**src/rtl/pva_pkg.sv**
```systemverilog
`timescale 1ns / 1ps
// ----------------------------------------------------------------------------
// pva_pkg
// shared types and constants of the polyphonic voice allocator
// ----------------------------------------------------------------------------
package pva_pkg;

    // default number of voices
    localparam int VOICE_COUNT_DEF = 16;

    // configuration port address width (two 32-bit registers)
    localparam int CFG_AW = 3;

    // highest playable note
    localparam logic [6:0] NOTE_MAX = 7'd127;

    // request opcodes
    typedef enum logic [1:0] {
        ACT_NOTE_ON    = 2'd0,
        ACT_NOTE_OFF   = 2'd1,
        ACT_VOICE_DONE = 2'd2,
        ACT_RESET_ALL  = 2'd3
    } t_action;

    // controller states
    typedef enum logic [3:0] {
        ST_IDLE,
        ST_DECODE,
        ST_RETRIG,
        ST_RELEASE,
        ST_DONE_CHK,
        ST_STEAL_SCAN,
        ST_STEAL_PICK,
        ST_STEAL_FREE,
        ST_FREE_SCAN,
        ST_ALLOC,
        ST_FINISH
    } t_state;

    // configuration register contents
    typedef struct packed {
        logic [6:0] transpose;
        logic       phase_sync;
    } t_cfg;

    // controller to datapath commands
    typedef struct packed {
        logic accept;
        logic clr_sel;
        logic inc_sel;
        logic load_sel_map;
        logic load_sel_done;
        logic load_sel_pick;
        logic scan_step;
        logic retrig;
        logic release_voice;
        logic free_done;
        logic free_steal;
        logic alloc;
        logic clear_all;
    } t_dp_cmd;

    // datapath to controller status
    typedef struct packed {
        t_action action;
        logic    map_hit;
        logic    full;
        logic    done_in_range;
        logic    sel_age_zero;
        logic    sel_last;
    } t_dp_status;

endpackage

```
**src/rtl/pva_regs.sv**
```systemverilog
`timescale 1ns / 1ps
// ----------------------------------------------------------------------------
// pva_regs
// apb configuration registers: transpose offset and phase sync enable
// ----------------------------------------------------------------------------
module pva_regs (
    input  logic                        i_clk,
    input  logic                        i_rst_n,
    input  logic                        psel,
    input  logic                        penable,
    input  logic                        pwrite,
    input  logic [pva_pkg::CFG_AW-1:0]  paddr,
    input  logic [31:0]                 pwdata,
    output logic [31:0]                 prdata,
    output logic                        pready,
    output pva_pkg::t_cfg               o_cfg
);
    import pva_pkg::*;

    localparam logic REG_TRANSPOSE  = 1'b0;
    localparam logic REG_PHASE_SYNC = 1'b1;

    logic       w_reg_idx;
    logic       w_wr;
    logic [6:0] r_transpose;
    logic       r_phase_sync;

    assign w_reg_idx = paddr[CFG_AW-1];
    assign w_wr      = psel & penable & pwrite;
    assign pready    = 1'b1;

    // register write
    always_ff @(posedge i_clk) begin
        if (!i_rst_n) begin
            r_transpose  <= '0;
            r_phase_sync <= 1'b0;
        end else if (w_wr) begin
            case (w_reg_idx)
                REG_TRANSPOSE:  r_transpose  <= pwdata[6:0];
                REG_PHASE_SYNC: r_phase_sync <= pwdata[0];
                default:        r_transpose  <= r_transpose;
            endcase
        end
    end

    // read back
    always_comb begin
        case (w_reg_idx)
            REG_TRANSPOSE:  prdata = {25'd0, r_transpose};
            REG_PHASE_SYNC: prdata = {31'd0, r_phase_sync};
            default:        prdata = '0;
        endcase
    end

    assign o_cfg.transpose  = r_transpose;
    assign o_cfg.phase_sync = r_phase_sync;

endmodule

```
**src/rtl/pva_ctrl.sv**
```systemverilog
`timescale 1ns / 1ps
// ----------------------------------------------------------------------------
// pva_ctrl
// request sequencer: decodes the event and steps the datapath through scans
// ----------------------------------------------------------------------------
module pva_ctrl (
    input  logic                 i_clk,
    input  logic                 i_rst_n,
    input  logic                 i_start,
    output logic                 o_busy,
    output logic                 o_result_valid,
    input  pva_pkg::t_dp_status  i_status,
    output pva_pkg::t_dp_cmd     o_cmd
);
    import pva_pkg::*;

    t_state r_state;
    t_state n_state;
    logic   r_strobe;

    // state register and result strobe
    always_ff @(posedge i_clk) begin
        if (!i_rst_n) begin
            r_state  <= ST_IDLE;
            r_strobe <= 1'b0;
        end else begin
            r_state  <= n_state;
            r_strobe <= (r_state == ST_FINISH);
        end
    end

    // next state
    always_comb begin
        n_state = r_state;
        case (r_state)
            ST_IDLE: begin
                if (i_start) n_state = ST_DECODE;
            end
            ST_DECODE: begin
                case (i_status.action)
                    ACT_NOTE_ON: begin
                        if (i_status.map_hit)   n_state = ST_RETRIG;
                        else if (i_status.full) n_state = ST_STEAL_SCAN;
                        else                    n_state = ST_FREE_SCAN;
                    end
                    ACT_NOTE_OFF: begin
                        n_state = i_status.map_hit ? ST_RELEASE : ST_FINISH;
                    end
                    ACT_VOICE_DONE: begin
                        n_state = i_status.done_in_range ? ST_DONE_CHK : ST_FINISH;
                    end
                    default: n_state = ST_FINISH;
                endcase
            end
            ST_RETRIG:     n_state = ST_FINISH;
            ST_RELEASE:    n_state = ST_FINISH;
            ST_DONE_CHK:   n_state = ST_FINISH;
            ST_STEAL_SCAN: begin
                if (i_status.sel_last) n_state = ST_STEAL_PICK;
            end
            ST_STEAL_PICK: n_state = ST_STEAL_FREE;
            ST_STEAL_FREE: n_state = ST_ALLOC;
            ST_FREE_SCAN: begin
                if (i_status.sel_age_zero)  n_state = ST_ALLOC;
                else if (i_status.sel_last) n_state = ST_FINISH;
            end
            ST_ALLOC:      n_state = ST_FINISH;
            ST_FINISH:     n_state = ST_IDLE;
            default:       n_state = ST_IDLE;
        endcase
    end

    // datapath commands
    always_comb begin
        o_cmd = '0;
        case (r_state)
            ST_IDLE: begin
                o_cmd.accept = i_start;
            end
            ST_DECODE: begin
                case (i_status.action)
                    ACT_NOTE_ON: begin
                        o_cmd.load_sel_map = i_status.map_hit;
                        o_cmd.clr_sel      = !i_status.map_hit;
                    end
                    ACT_NOTE_OFF:   o_cmd.load_sel_map  = i_status.map_hit;
                    ACT_VOICE_DONE: o_cmd.load_sel_done = i_status.done_in_range;
                    default:        o_cmd.clear_all     = 1'b1;
                endcase
            end
            ST_RETRIG:     o_cmd.retrig        = 1'b1;
            ST_RELEASE:    o_cmd.release_voice = 1'b1;
            ST_DONE_CHK:   o_cmd.free_done     = !i_status.sel_age_zero;
            ST_STEAL_SCAN: begin
                o_cmd.scan_step = 1'b1;
                o_cmd.inc_sel   = !i_status.sel_last;
            end
            ST_STEAL_PICK: o_cmd.load_sel_pick = 1'b1;
            ST_STEAL_FREE: o_cmd.free_steal    = 1'b1;
            ST_FREE_SCAN: begin
                o_cmd.inc_sel = !i_status.sel_age_zero && !i_status.sel_last;
            end
            ST_ALLOC:      o_cmd.alloc = 1'b1;
            default:       o_cmd = '0;
        endcase
    end

    assign o_busy         = (r_state != ST_IDLE);
    assign o_result_valid = r_strobe;

    // checks
    a_strobe_single: assert property (@(posedge i_clk) disable iff (!i_rst_n)
        r_strobe |=> !r_strobe)
        else $error("result strobe longer than one cycle");

    a_strobe_idle: assert property (@(posedge i_clk) disable iff (!i_rst_n)
        r_strobe |-> (r_state == ST_IDLE))
        else $error("result strobe while a request is in progress");

    a_accept_decode: assert property (@(posedge i_clk) disable iff (!i_rst_n)
        (r_state == ST_IDLE && i_start) |=> (r_state == ST_DECODE))
        else $error("accepted request not decoded");

    a_steal_alloc: assert property (@(posedge i_clk) disable iff (!i_rst_n)
        (r_state == ST_STEAL_FREE) |=> (r_state == ST_ALLOC))
        else $error("stolen voice not reallocated");

endmodule

```
**src/rtl/pva_dp.sv**
```systemverilog
`timescale 1ns / 1ps
// ----------------------------------------------------------------------------
// pva_dp
// voice state, note map memory, scan registers and result registers
// ----------------------------------------------------------------------------
module pva_dp #(
    parameter int VOICE_COUNT = pva_pkg::VOICE_COUNT_DEF
) (
    input  logic                 i_clk,
    input  logic                 i_rst_n,
    input  pva_pkg::t_dp_cmd     i_cmd,
    output pva_pkg::t_dp_status  o_status,
    input  pva_pkg::t_cfg        i_cfg,
    input  logic [1:0]           i_action,
    input  logic [6:0]           i_note,
    input  logic [6:0]           i_velocity,
    input  logic [3:0]           i_channel,
    input  logic [3:0]           i_done_voice,
    output logic [3:0]           o_voice,
    output logic                 o_voice_valid,
    output logic                 o_retriggered,
    output logic                 o_stole,
    output logic [3:0]           o_stolen_voice,
    output logic [6:0]           o_played_note,
    output logic                 o_restart_phase,
    output logic [4:0]           o_active_voices
);
    import pva_pkg::*;

    localparam int              IW       = $clog2(VOICE_COUNT);
    localparam int              AW       = $clog2(VOICE_COUNT + 1);
    localparam logic [AW-1:0]   VC_A     = AW'(VOICE_COUNT);
    localparam logic [AW-1:0]   ONE_AGE  = AW'(1);
    localparam logic [IW-1:0]   LAST_SEL = IW'(VOICE_COUNT - 1);
    localparam int              NOTES    = 128;

    // latched request
    t_action     r_action;
    logic [6:0]  r_note;
    logic [6:0]  r_vel;
    logic [3:0]  r_ch;
    logic [3:0]  r_done;

    // per-voice state
    logic [AW-1:0]          r_age   [VOICE_COUNT];
    logic [VOICE_COUNT-1:0] r_rel;
    logic [6:0]             r_vnote [VOICE_COUNT];
    logic [6:0]             r_vvel  [VOICE_COUNT];
    logic [3:0]             r_vch   [VOICE_COUNT];
    logic [AW-1:0]          r_active;

    // note map: voice memory plus valid flops
    logic [IW-1:0]          r_map_mem [NOTES];
    logic [IW-1:0]          r_map_q;
    logic [NOTES-1:0]       r_map_vld;

    // voice pointer and steal scan
    logic [IW-1:0]          r_sel;
    logic [AW-1:0]          r_best;
    logic                   r_found;
    logic [IW-1:0]          r_pick_rel;
    logic [IW-1:0]          r_pick_old;

    // result registers
    logic [IW-1:0]          r_res_voice;
    logic                   r_res_valid;
    logic                   r_res_retrig;
    logic                   r_res_stole;
    logic [IW-1:0]          r_res_stolen;
    logic [6:0]             r_res_played;
    logic                   r_res_restart;

    logic [AW-1:0]          w_sel_age;
    logic                   w_sel_rel;
    logic [6:0]             w_sel_vnote;
    logic [IW-1:0]          w_pick;
    logic                   w_free;
    logic signed [8:0]      w_sum;
    logic [6:0]             w_played;

    assign w_sel_age   = r_age[r_sel];
    assign w_sel_rel   = r_rel[r_sel];
    assign w_sel_vnote = r_vnote[r_sel];
    assign w_pick      = r_found ? r_pick_rel : r_pick_old;
    assign w_free      = i_cmd.free_done | i_cmd.free_steal;

    // transpose and clamp
    always_comb begin
        w_sum = $signed({2'b00, i_note})
              + $signed({{2{i_cfg.transpose[6]}}, i_cfg.transpose});
        if (w_sum < 0)             w_played = '0;
        else if (w_sum > 9'sd127)  w_played = NOTE_MAX;
        else                       w_played = w_sum[6:0];
    end

    // status to controller
    assign o_status.action        = r_action;
    assign o_status.map_hit       = r_map_vld[r_note];
    assign o_status.full          = (r_active >= VC_A);
    assign o_status.done_in_range = (32'(r_done) < 32'(VOICE_COUNT));
    assign o_status.sel_age_zero  = (w_sel_age == '0);
    assign o_status.sel_last      = (r_sel == LAST_SEL);

    // request latch and note map read
    always_ff @(posedge i_clk) begin
        if (i_cmd.accept) begin
            r_action <= t_action'(i_action);
            r_note   <= i_note;
            r_vel    <= i_velocity;
            r_ch     <= i_channel;
            r_done   <= i_done_voice;
            r_map_q  <= r_map_mem[i_note];
        end
        if (i_cmd.alloc) begin
            r_map_mem[r_note] <= r_sel;
        end
    end

    // ages, released flags, map valid bits, active count
    always_ff @(posedge i_clk) begin
        if (!i_rst_n) begin
            for (int v = 0; v < VOICE_COUNT; v++) r_age[v] <= '0;
            r_rel     <= '0;
            r_map_vld <= '0;
            r_active  <= '0;
        end else if (i_cmd.clear_all) begin
            for (int v = 0; v < VOICE_COUNT; v++) r_age[v] <= '0;
            r_rel     <= '0;
            r_map_vld <= '0;
            r_active  <= '0;
        end else if (w_free) begin
            for (int v = 0; v < VOICE_COUNT; v++) begin
                if (r_age[v] > w_sel_age) r_age[v] <= r_age[v] - ONE_AGE;
            end
            r_age[r_sel]           <= '0;
            r_rel[r_sel]           <= 1'b0;
            r_map_vld[w_sel_vnote] <= 1'b0;
            r_active               <= r_active - ONE_AGE;
        end else if (i_cmd.retrig) begin
            // move to newest, close the gap behind it
            for (int v = 0; v < VOICE_COUNT; v++) begin
                if (r_age[v] > w_sel_age) r_age[v] <= r_age[v] - ONE_AGE;
            end
            r_age[r_sel] <= r_active;
            r_rel[r_sel] <= 1'b0;
        end else if (i_cmd.release_voice) begin
            r_rel[r_sel] <= 1'b1;
        end else if (i_cmd.alloc) begin
            r_age[r_sel]      <= r_active + ONE_AGE;
            r_rel[r_sel]      <= 1'b0;
            r_map_vld[r_note] <= 1'b1;
            r_active          <= r_active + ONE_AGE;
        end
    end

    // stored voice parameters
    always_ff @(posedge i_clk) begin
        if (i_cmd.alloc) begin
            r_vnote[r_sel] <= r_note;
            r_vvel[r_sel]  <= r_vel;
            r_vch[r_sel]   <= r_ch;
        end else if (i_cmd.retrig) begin
            r_vvel[r_sel]  <= r_vel;
        end
    end

    // voice pointer and steal candidate tracking
    always_ff @(posedge i_clk) begin
        if (i_cmd.clr_sel) begin
            r_sel   <= '0;
            r_found <= 1'b0;
        end else if (i_cmd.inc_sel) begin
            r_sel <= r_sel + 1'b1;
        end else if (i_cmd.load_sel_map) begin
            r_sel <= r_map_q;
        end else if (i_cmd.load_sel_done) begin
            r_sel <= IW'(r_done);
        end else if (i_cmd.load_sel_pick) begin
            r_sel <= w_pick;
        end
        if (i_cmd.scan_step) begin
            if ((w_sel_age != '0) && w_sel_rel && (!r_found || (w_sel_age < r_best))) begin
                r_best     <= w_sel_age;
                r_pick_rel <= r_sel;
                r_found    <= 1'b1;
            end
            if (w_sel_age == ONE_AGE) r_pick_old <= r_sel;
        end
    end

    // result fields
    always_ff @(posedge i_clk) begin
        if (i_cmd.accept) begin
            r_res_voice   <= '0;
            r_res_valid   <= 1'b0;
            r_res_retrig  <= 1'b0;
            r_res_stole   <= 1'b0;
            r_res_stolen  <= '0;
            r_res_restart <= 1'b0;
            r_res_played  <= (t_action'(i_action) == ACT_NOTE_ON) ? w_played : '0;
        end
        if (i_cmd.retrig || i_cmd.release_voice || i_cmd.free_done || i_cmd.alloc) begin
            r_res_voice <= r_sel;
            r_res_valid <= 1'b1;
        end
        if (i_cmd.retrig)     r_res_retrig  <= 1'b1;
        if (i_cmd.alloc)      r_res_restart <= i_cfg.phase_sync;
        if (i_cmd.free_steal) begin
            r_res_stole  <= 1'b1;
            r_res_stolen <= r_sel;
        end
    end

    assign o_voice         = 4'(r_res_voice);
    assign o_voice_valid   = r_res_valid;
    assign o_retriggered   = r_res_retrig;
    assign o_stole         = r_res_stole;
    assign o_stolen_voice  = 4'(r_res_stolen);
    assign o_played_note   = r_res_played;
    assign o_restart_phase = r_res_restart;
    assign o_active_voices = 5'(r_active);

    // checks
    a_active_bound: assert property (@(posedge i_clk) disable iff (!i_rst_n)
        r_active <= VC_A)
        else $error("active voice count above voice count");

    a_free_count: assert property (@(posedge i_clk) disable iff (!i_rst_n)
        (w_free && !i_cmd.clear_all) |=> (r_active == $past(r_active) - ONE_AGE))
        else $error("freeing a voice did not drop the active count");

    a_alloc_map: assert property (@(posedge i_clk) disable iff (!i_rst_n)
        i_cmd.alloc |=> r_map_vld[r_note])
        else $error("allocated note not mapped");

    a_clear_all: assert property (@(posedge i_clk) disable iff (!i_rst_n)
        i_cmd.clear_all |=> (r_active == '0) && (r_map_vld == '0))
        else $error("reset all left voices active");

endmodule

```
**src/rtl/poly_voice_allocator_unit.sv**
```systemverilog
`timescale 1ns / 1ps
// ----------------------------------------------------------------------------
// poly_voice_allocator_unit
// polyphonic voice allocator with oldest-released voice stealing
// ----------------------------------------------------------------------------
// flow: reset_all, unmapped note_off and out-of-range voice_done end after
//   decode; a retrigger, mapped note_off and voice_done pass their own state;
//   a fresh note_on scans one voice per cycle for a free voice, or
//   if all are busy for one to steal, picks and frees it, then allocates
// throughput: one request at a time; start is taken again in the strobe cycle
// reset: synchronous; all voices free, note map invalid, configuration registers zero
module poly_voice_allocator_unit #(
    parameter int VOICE_COUNT = pva_pkg::VOICE_COUNT_DEF
) (
    input  logic                        i_clk,
    input  logic                        i_rst_n,
    // configuration
    input  logic                        psel,
    input  logic                        penable,
    input  logic                        pwrite,
    input  logic [pva_pkg::CFG_AW-1:0]  paddr,
    input  logic [31:0]                 pwdata,
    output logic [31:0]                 prdata,
    output logic                        pready,
    // request
    input  logic                        start,
    output logic                        busy,
    input  logic [1:0]                  i_action,
    input  logic [6:0]                  i_note,
    input  logic [6:0]                  i_velocity,
    input  logic [3:0]                  i_channel,
    input  logic [3:0]                  i_done_voice,
    // result
    output logic                        o_result_valid,
    output logic [3:0]                  o_voice,
    output logic                        o_voice_valid,
    output logic                        o_retriggered,
    output logic                        o_stole,
    output logic [3:0]                  o_stolen_voice,
    output logic [6:0]                  o_played_note,
    output logic                        o_restart_phase,
    output logic [4:0]                  o_active_voices
);
    import pva_pkg::*;

    t_cfg       w_cfg;
    t_dp_cmd    w_cmd;
    t_dp_status w_status;

    // configuration registers
    pva_regs u_regs (
        .i_clk   (i_clk),
        .i_rst_n (i_rst_n),
        .psel    (psel),
        .penable (penable),
        .pwrite  (pwrite),
        .paddr   (paddr),
        .pwdata  (pwdata),
        .prdata  (prdata),
        .pready  (pready),
        .o_cfg   (w_cfg)
    );

    // sequencer
    pva_ctrl u_ctrl (
        .i_clk          (i_clk),
        .i_rst_n        (i_rst_n),
        .i_start        (start),
        .o_busy         (busy),
        .o_result_valid (o_result_valid),
        .i_status       (w_status),
        .o_cmd          (w_cmd)
    );

    // voice state and results
    pva_dp #(
        .VOICE_COUNT (VOICE_COUNT)
    ) u_dp (
        .i_clk           (i_clk),
        .i_rst_n         (i_rst_n),
        .i_cmd           (w_cmd),
        .o_status        (w_status),
        .i_cfg           (w_cfg),
        .i_action        (i_action),
        .i_note          (i_note),
        .i_velocity      (i_velocity),
        .i_channel       (i_channel),
        .i_done_voice    (i_done_voice),
        .o_voice         (o_voice),
        .o_voice_valid   (o_voice_valid),
        .o_retriggered   (o_retriggered),
        .o_stole         (o_stole),
        .o_stolen_voice  (o_stolen_voice),
        .o_played_note   (o_played_note),
        .o_restart_phase (o_restart_phase),
        .o_active_voices (o_active_voices)
    );

endmodule

```
**config.mk**
```make
export PLATFORM = sky130hd
export DESIGN_NAME = poly_voice_allocator_unit
export DESIGN_NICKNAME = d
export VERILOG_FILES = /design/src/rtl/pva_pkg.sv /design/src/rtl/pva_regs.sv /design/src/rtl/pva_ctrl.sv /design/src/rtl/pva_dp.sv /design/src/rtl/poly_voice_allocator_unit.sv
export SDC_FILE = /design/constraint.sdc
export NUM_CORES = 1
export LEC_CHECK = 0
export ABC_AREA = 1
export BUFFER_PORTS_ARGS = -buffer_cell sky130_fd_sc_hd__buf_2
export CAP_MARGIN = 20
export CORE_ASPECT_RATIO = 1.4
export CORE_MARGIN = 4
export CORE_UTILIZATION = 57
export DETAILED_ROUTE_END_ITERATION = 16
export PLACE_DENSITY_LB_ADDON = 0.05
export SYNTH_ARGS = -nofsm -noshare
export SYNTH_HDL_FRONTEND = slang
export SYNTH_SLANG_ARGS = --single-unit
```
**constraint.sdc**
```tcl
create_clock -name i_clk -period 3.97 [get_ports i_clk]
set_input_delay 0.794 -clock i_clk [delete_from_list [all_inputs] [get_ports i_clk]]
set_output_delay 0.794 -clock i_clk [all_outputs]
set_load 0.05 [all_outputs]
```
==> results.json <==
{
  "fp-row-count": 121,
  "die_w_microns": 245.5,
  "critPathKind": "reg -> reg",
  "finalCriticalPeriod_ns": 3.676,
  "seq_area_sq_um": 26030,
  "critPathBufInv": 4,
  "power.leakage_nw": 17.72,
  "nFillCells": 6576,
  "die_y_microns": 340.5,
  "grt_setup_unrepaired": "no",
  "reg2reg_slack_ns": 0.29,
  "cts_buffer_depth": 3,
  "ys_ff_latch": 924,
  "root_buffer": "clkbuf_16",
  "hold_depth": 1,
  "grt_pass1_vias": 33681,
  "place_area_sq_um": 46540,
  "cts_buffers": 88,
  "max_freq_mhz": 272.0,
  "final_antenna_net_count": 0,
  "drt-total-wl_microns": 128900,
  "synth_edf_count": 750,
  "synthesis.area_sq_um": 45010,
  "multi_input_area_sq_um": 16370,
  "stdcell_area_sq_um": 49550,
  "syn_avg_cell_area_sq_um": 9.452,
  "synth.top_cell.area_share_pct": 50.03,
  "fin_worst_skew_ns": 0.01773,
  "core-area_sq_um": 78120,
  "hold_class": "in -> reg",
  "crit_family": "simple AND/OR/NAND/NOR gates",
  "finalSetupTns_ns": 0,
  "drive_above_1_share_pct": 7.703,
  "drc": 0,
  "period_share_pct": 92.60,
  "synth_area_leader_cell": "edfxtp_1",
  "critPathMaxStageDelay_ns": 0.52,
  "cp-end-kind": "register",
  "drt-initial-drc-count": 3199,
  "layout-area-overhead-vs-synth_pct": 10.08,
  "ctsHoldBuffers": 0,
  "startpoint_type": "register",
  "dr.pass1.iters": 5,
  "timing.rr.end": "u_dp.r_age[15][0]",
  "placed_cells": 5708,
  "yosysSeqAreaShare_pct": 57.77,
  "peakVddDrop_mv": 0.6894,
  "portBuffers": 59,
  "finalNonFillerCells": 5875,
  "gp_congestion": 0.9364,
  "report.final.slew_viol_count": 0,
  "timing.hold.ws_ns": 0.3780,
  "status": "completed",
  "worst_pin_slew_ns": 1.142,
  "ys_warn_count": 0,
  "crit_arrival_ns": 3.97,
  "clkLatencyLatePin_ns": 0.66,
  "cap_viol_max_count": 0,
  "vias": 35552,
  "holdPathEnd": "u_dp.r_action[0]",
  "critPathRequiredTime_ns": 4.26,
  "synth_flop_cell": "edfxtp_1",
  "p_total_mw": 31.79,
  "powerDensity_nw_per_um2": 641.7,
  "vias_per_cell": 6.051,
  "grt_use_total_pct": 30.23,
  "die_area_sq_um": 83590,
  "cts_tree": "done",
  "synth.area.top_cells": "edfxtp_1, dfxtp_1, o21ai_0",
  "nNetsFinal": 4936,
  "reg2reg_depth": 13,
  "hp-start": "i_action[0]",
  "antenna_found_initial": 2,
  "slew_headroom_pct": 23.76,
  "synth-async-reset-ratio_pct": 0,
  "grt_max_degree": 131,
  "slowest_stage": "o2111ai_1",
  "path_clk_slew_ns": 0.07,
  "grt_overflow": 0,
  "setup-violations-final": 0,
  "start_util_pct": 57.62,
  "h-tree-depth": 3,
  "grt_pass1_wl_microns": 196300,
  "synthCells": 4762,
  "wire_per_inst_microns": 21.94,
  "dp_hpwl_microns": 81150,
  "pin_count": 124,
  "synth_cell_types": 52,
  "crit_chain": "clkinv_1 > nand3_1 > nand3_1 > nand2_1 > inv_1 > ha_1 > nand2_1 > inv_1 > nand3_1 > or2_2 > a32oi_1 > inv_1 > o2111ai_1",
  "clock-sinks": 924,
  "timing.final.hold_violations": 0,
  "cp_max_fo": 11
}
## layer usage
layer  part of all wire [%]  global-route usage (%)  vias up
met4                    4.2                   12.40        0
li1                       -                       -    16803
met2                     49                   51.76     1394
met1                     40                   39.48    17075
met5                      0                       0        -
met3                    6.8                   3.277      280
## per-stage QoR
| step | utilization (%) | setup WS [ns] |
|---|---|---|
| floorplan | - | 0.06999 |
| global placement | 59.57 | 0.1994 |
| detailed placement | 59.57 | 0.1931 |
| CTS | 63.35 | 0.1990 |
| global route | 63.42 | 0.02099 |
| finish | 63.43 | 0.2939 |
## worst max-delay path by stage
stage	start	slack, ns	to	cells after the start
floorplan	u_dp.r_sel[2]	0.07	register	7
CTS	register	0.20	u_dp.r_age[9][2]	16
global route	register	0.02	u_dp.r_age[15][4]	16
global placement	register	0.20	u_dp.r_age[2][3]	16
detailed placement	register	0.19	u_dp.r_age[0][2]	16
finish	register	0.29	u_dp.r_age[15][0]	13
## power by group
part | leakage, nW | internal [mW] | total, mW | switching, mW
clock | 1.46 | 4.92 | 8.67 | 3.75
combinational | 8.00 | 2.81 | 10.8 | 7.99
sequential | 8.27 | 11.9 | 12.3 | 0.420
total | 17.7 | 19.6 | 31.8 | 12.2
## cell type report
| type | count | share of cell area [%] |
|---|---|---|
| well taps | 1045 | 2.639 |
| clock inverters | 60 | 1.207 |
| repair buffers | 183 | 2.909 |
| inverters | 383 | 2.942 |
| multi-input cells | 3176 | 33.03 |
| flip-flops and latches | 924 | 52.52 |
| diodes | 1 | 0.005050 |
| clock buffers | 103 | 4.747 |
## cell usage in the layout, fill, tap and decap left out, types with 4 or more instances in the layout
| cell | count |
|---|---|
| o21ai_0 | 674 |
| buf_4 | 108 |
| nor2_1 | 586 |
| dfxtp_1 | 168 |
| a31oi_1 | 21 |
| nand2_1 | 538 |
| a21oi_1 | 387 |
| nor3_2 | 8 |
| inv_1 | 365 |
| conb_1 | 26 |
| buf_12 | 14 |
| clkinv_2 | 25 |
| clkbuf_1 | 9 |
| bufinv_16 | 10 |
| a211oi_1 | 6 |
| mux2i_1 | 4 |
| clkinvlp_4 | 4 |
| inv_6 | 6 |
| o211ai_1 | 26 |
| o21ai_1 | 12 |
| dfxtp_4 | 5 |
| a22oi_1 | 4 |
| ha_1 | 114 |
| o21a_1 | 26 |
| o221ai_1 | 47 |
| nand4_1 | 9 |
| nor2_2 | 9 |
| inv_4 | 4 |
| o22ai_1 | 138 |
| o21bai_1 | 6 |
| clkinv_1 | 22 |
| nand3_1 | 294 |
| nand2_4 | 8 |
| edfxtp_1 | 750 |
| clkbuf_16 | 91 |
| inv_2 | 4 |
| xor2_1 | 52 |
| buf_2 | 57 |
| nor3_1 | 141 |
| xnor2_1 | 10 |
## synth_stat cells, types with 10 or more instances
cell,n
edfxtp_1,750
o21ai_0,674
nor2_1,586
nand2_1,538
a21oi_1,387
inv_1,370
nand3_1,294
clkbuf_1,212
dfxtp_1,174
nor3_1,149
o22ai_1,140
ha_1,114
buf_2,52
xor2_1,52
o221ai_1,47
buf_4,32
o211ai_1,26
o21a_1,26
a31oi_1,21
o21ai_1,12
xnor2_1,10
## state kept, by name (all words and copies together) (netlist names), 5 cells and up, named ones only
register,count
u_dp.o_active_voices,5
u_dp.o_played_note,7
u_dp.r_age,80
u_dp.r_best,5
u_dp.r_map_mem,512
u_dp.r_map_vld,128
u_dp.r_note,7
u_dp.r_vnote,112
u_regs.r_transpose,7
## kinds of logic after synthesis
kind of cell	after synthesis	synth area share [%]
fa+ha+maj	115	3.213
mux	4	0.08895
xor+xnor	62	1.206
other cells	2	0.01668
simple gates	1599	14.87
buf+inv	686	6.185
compound gates	1370	16.64
flops	924	57.77
## repair_timing
action	in CTS	in global routing
setup endpoints to repair	0	71
gates resized for setup	0	4
buffers inserted	0	1
hold endpoints to repair	0	0
(Power assumes the default switching activity.)
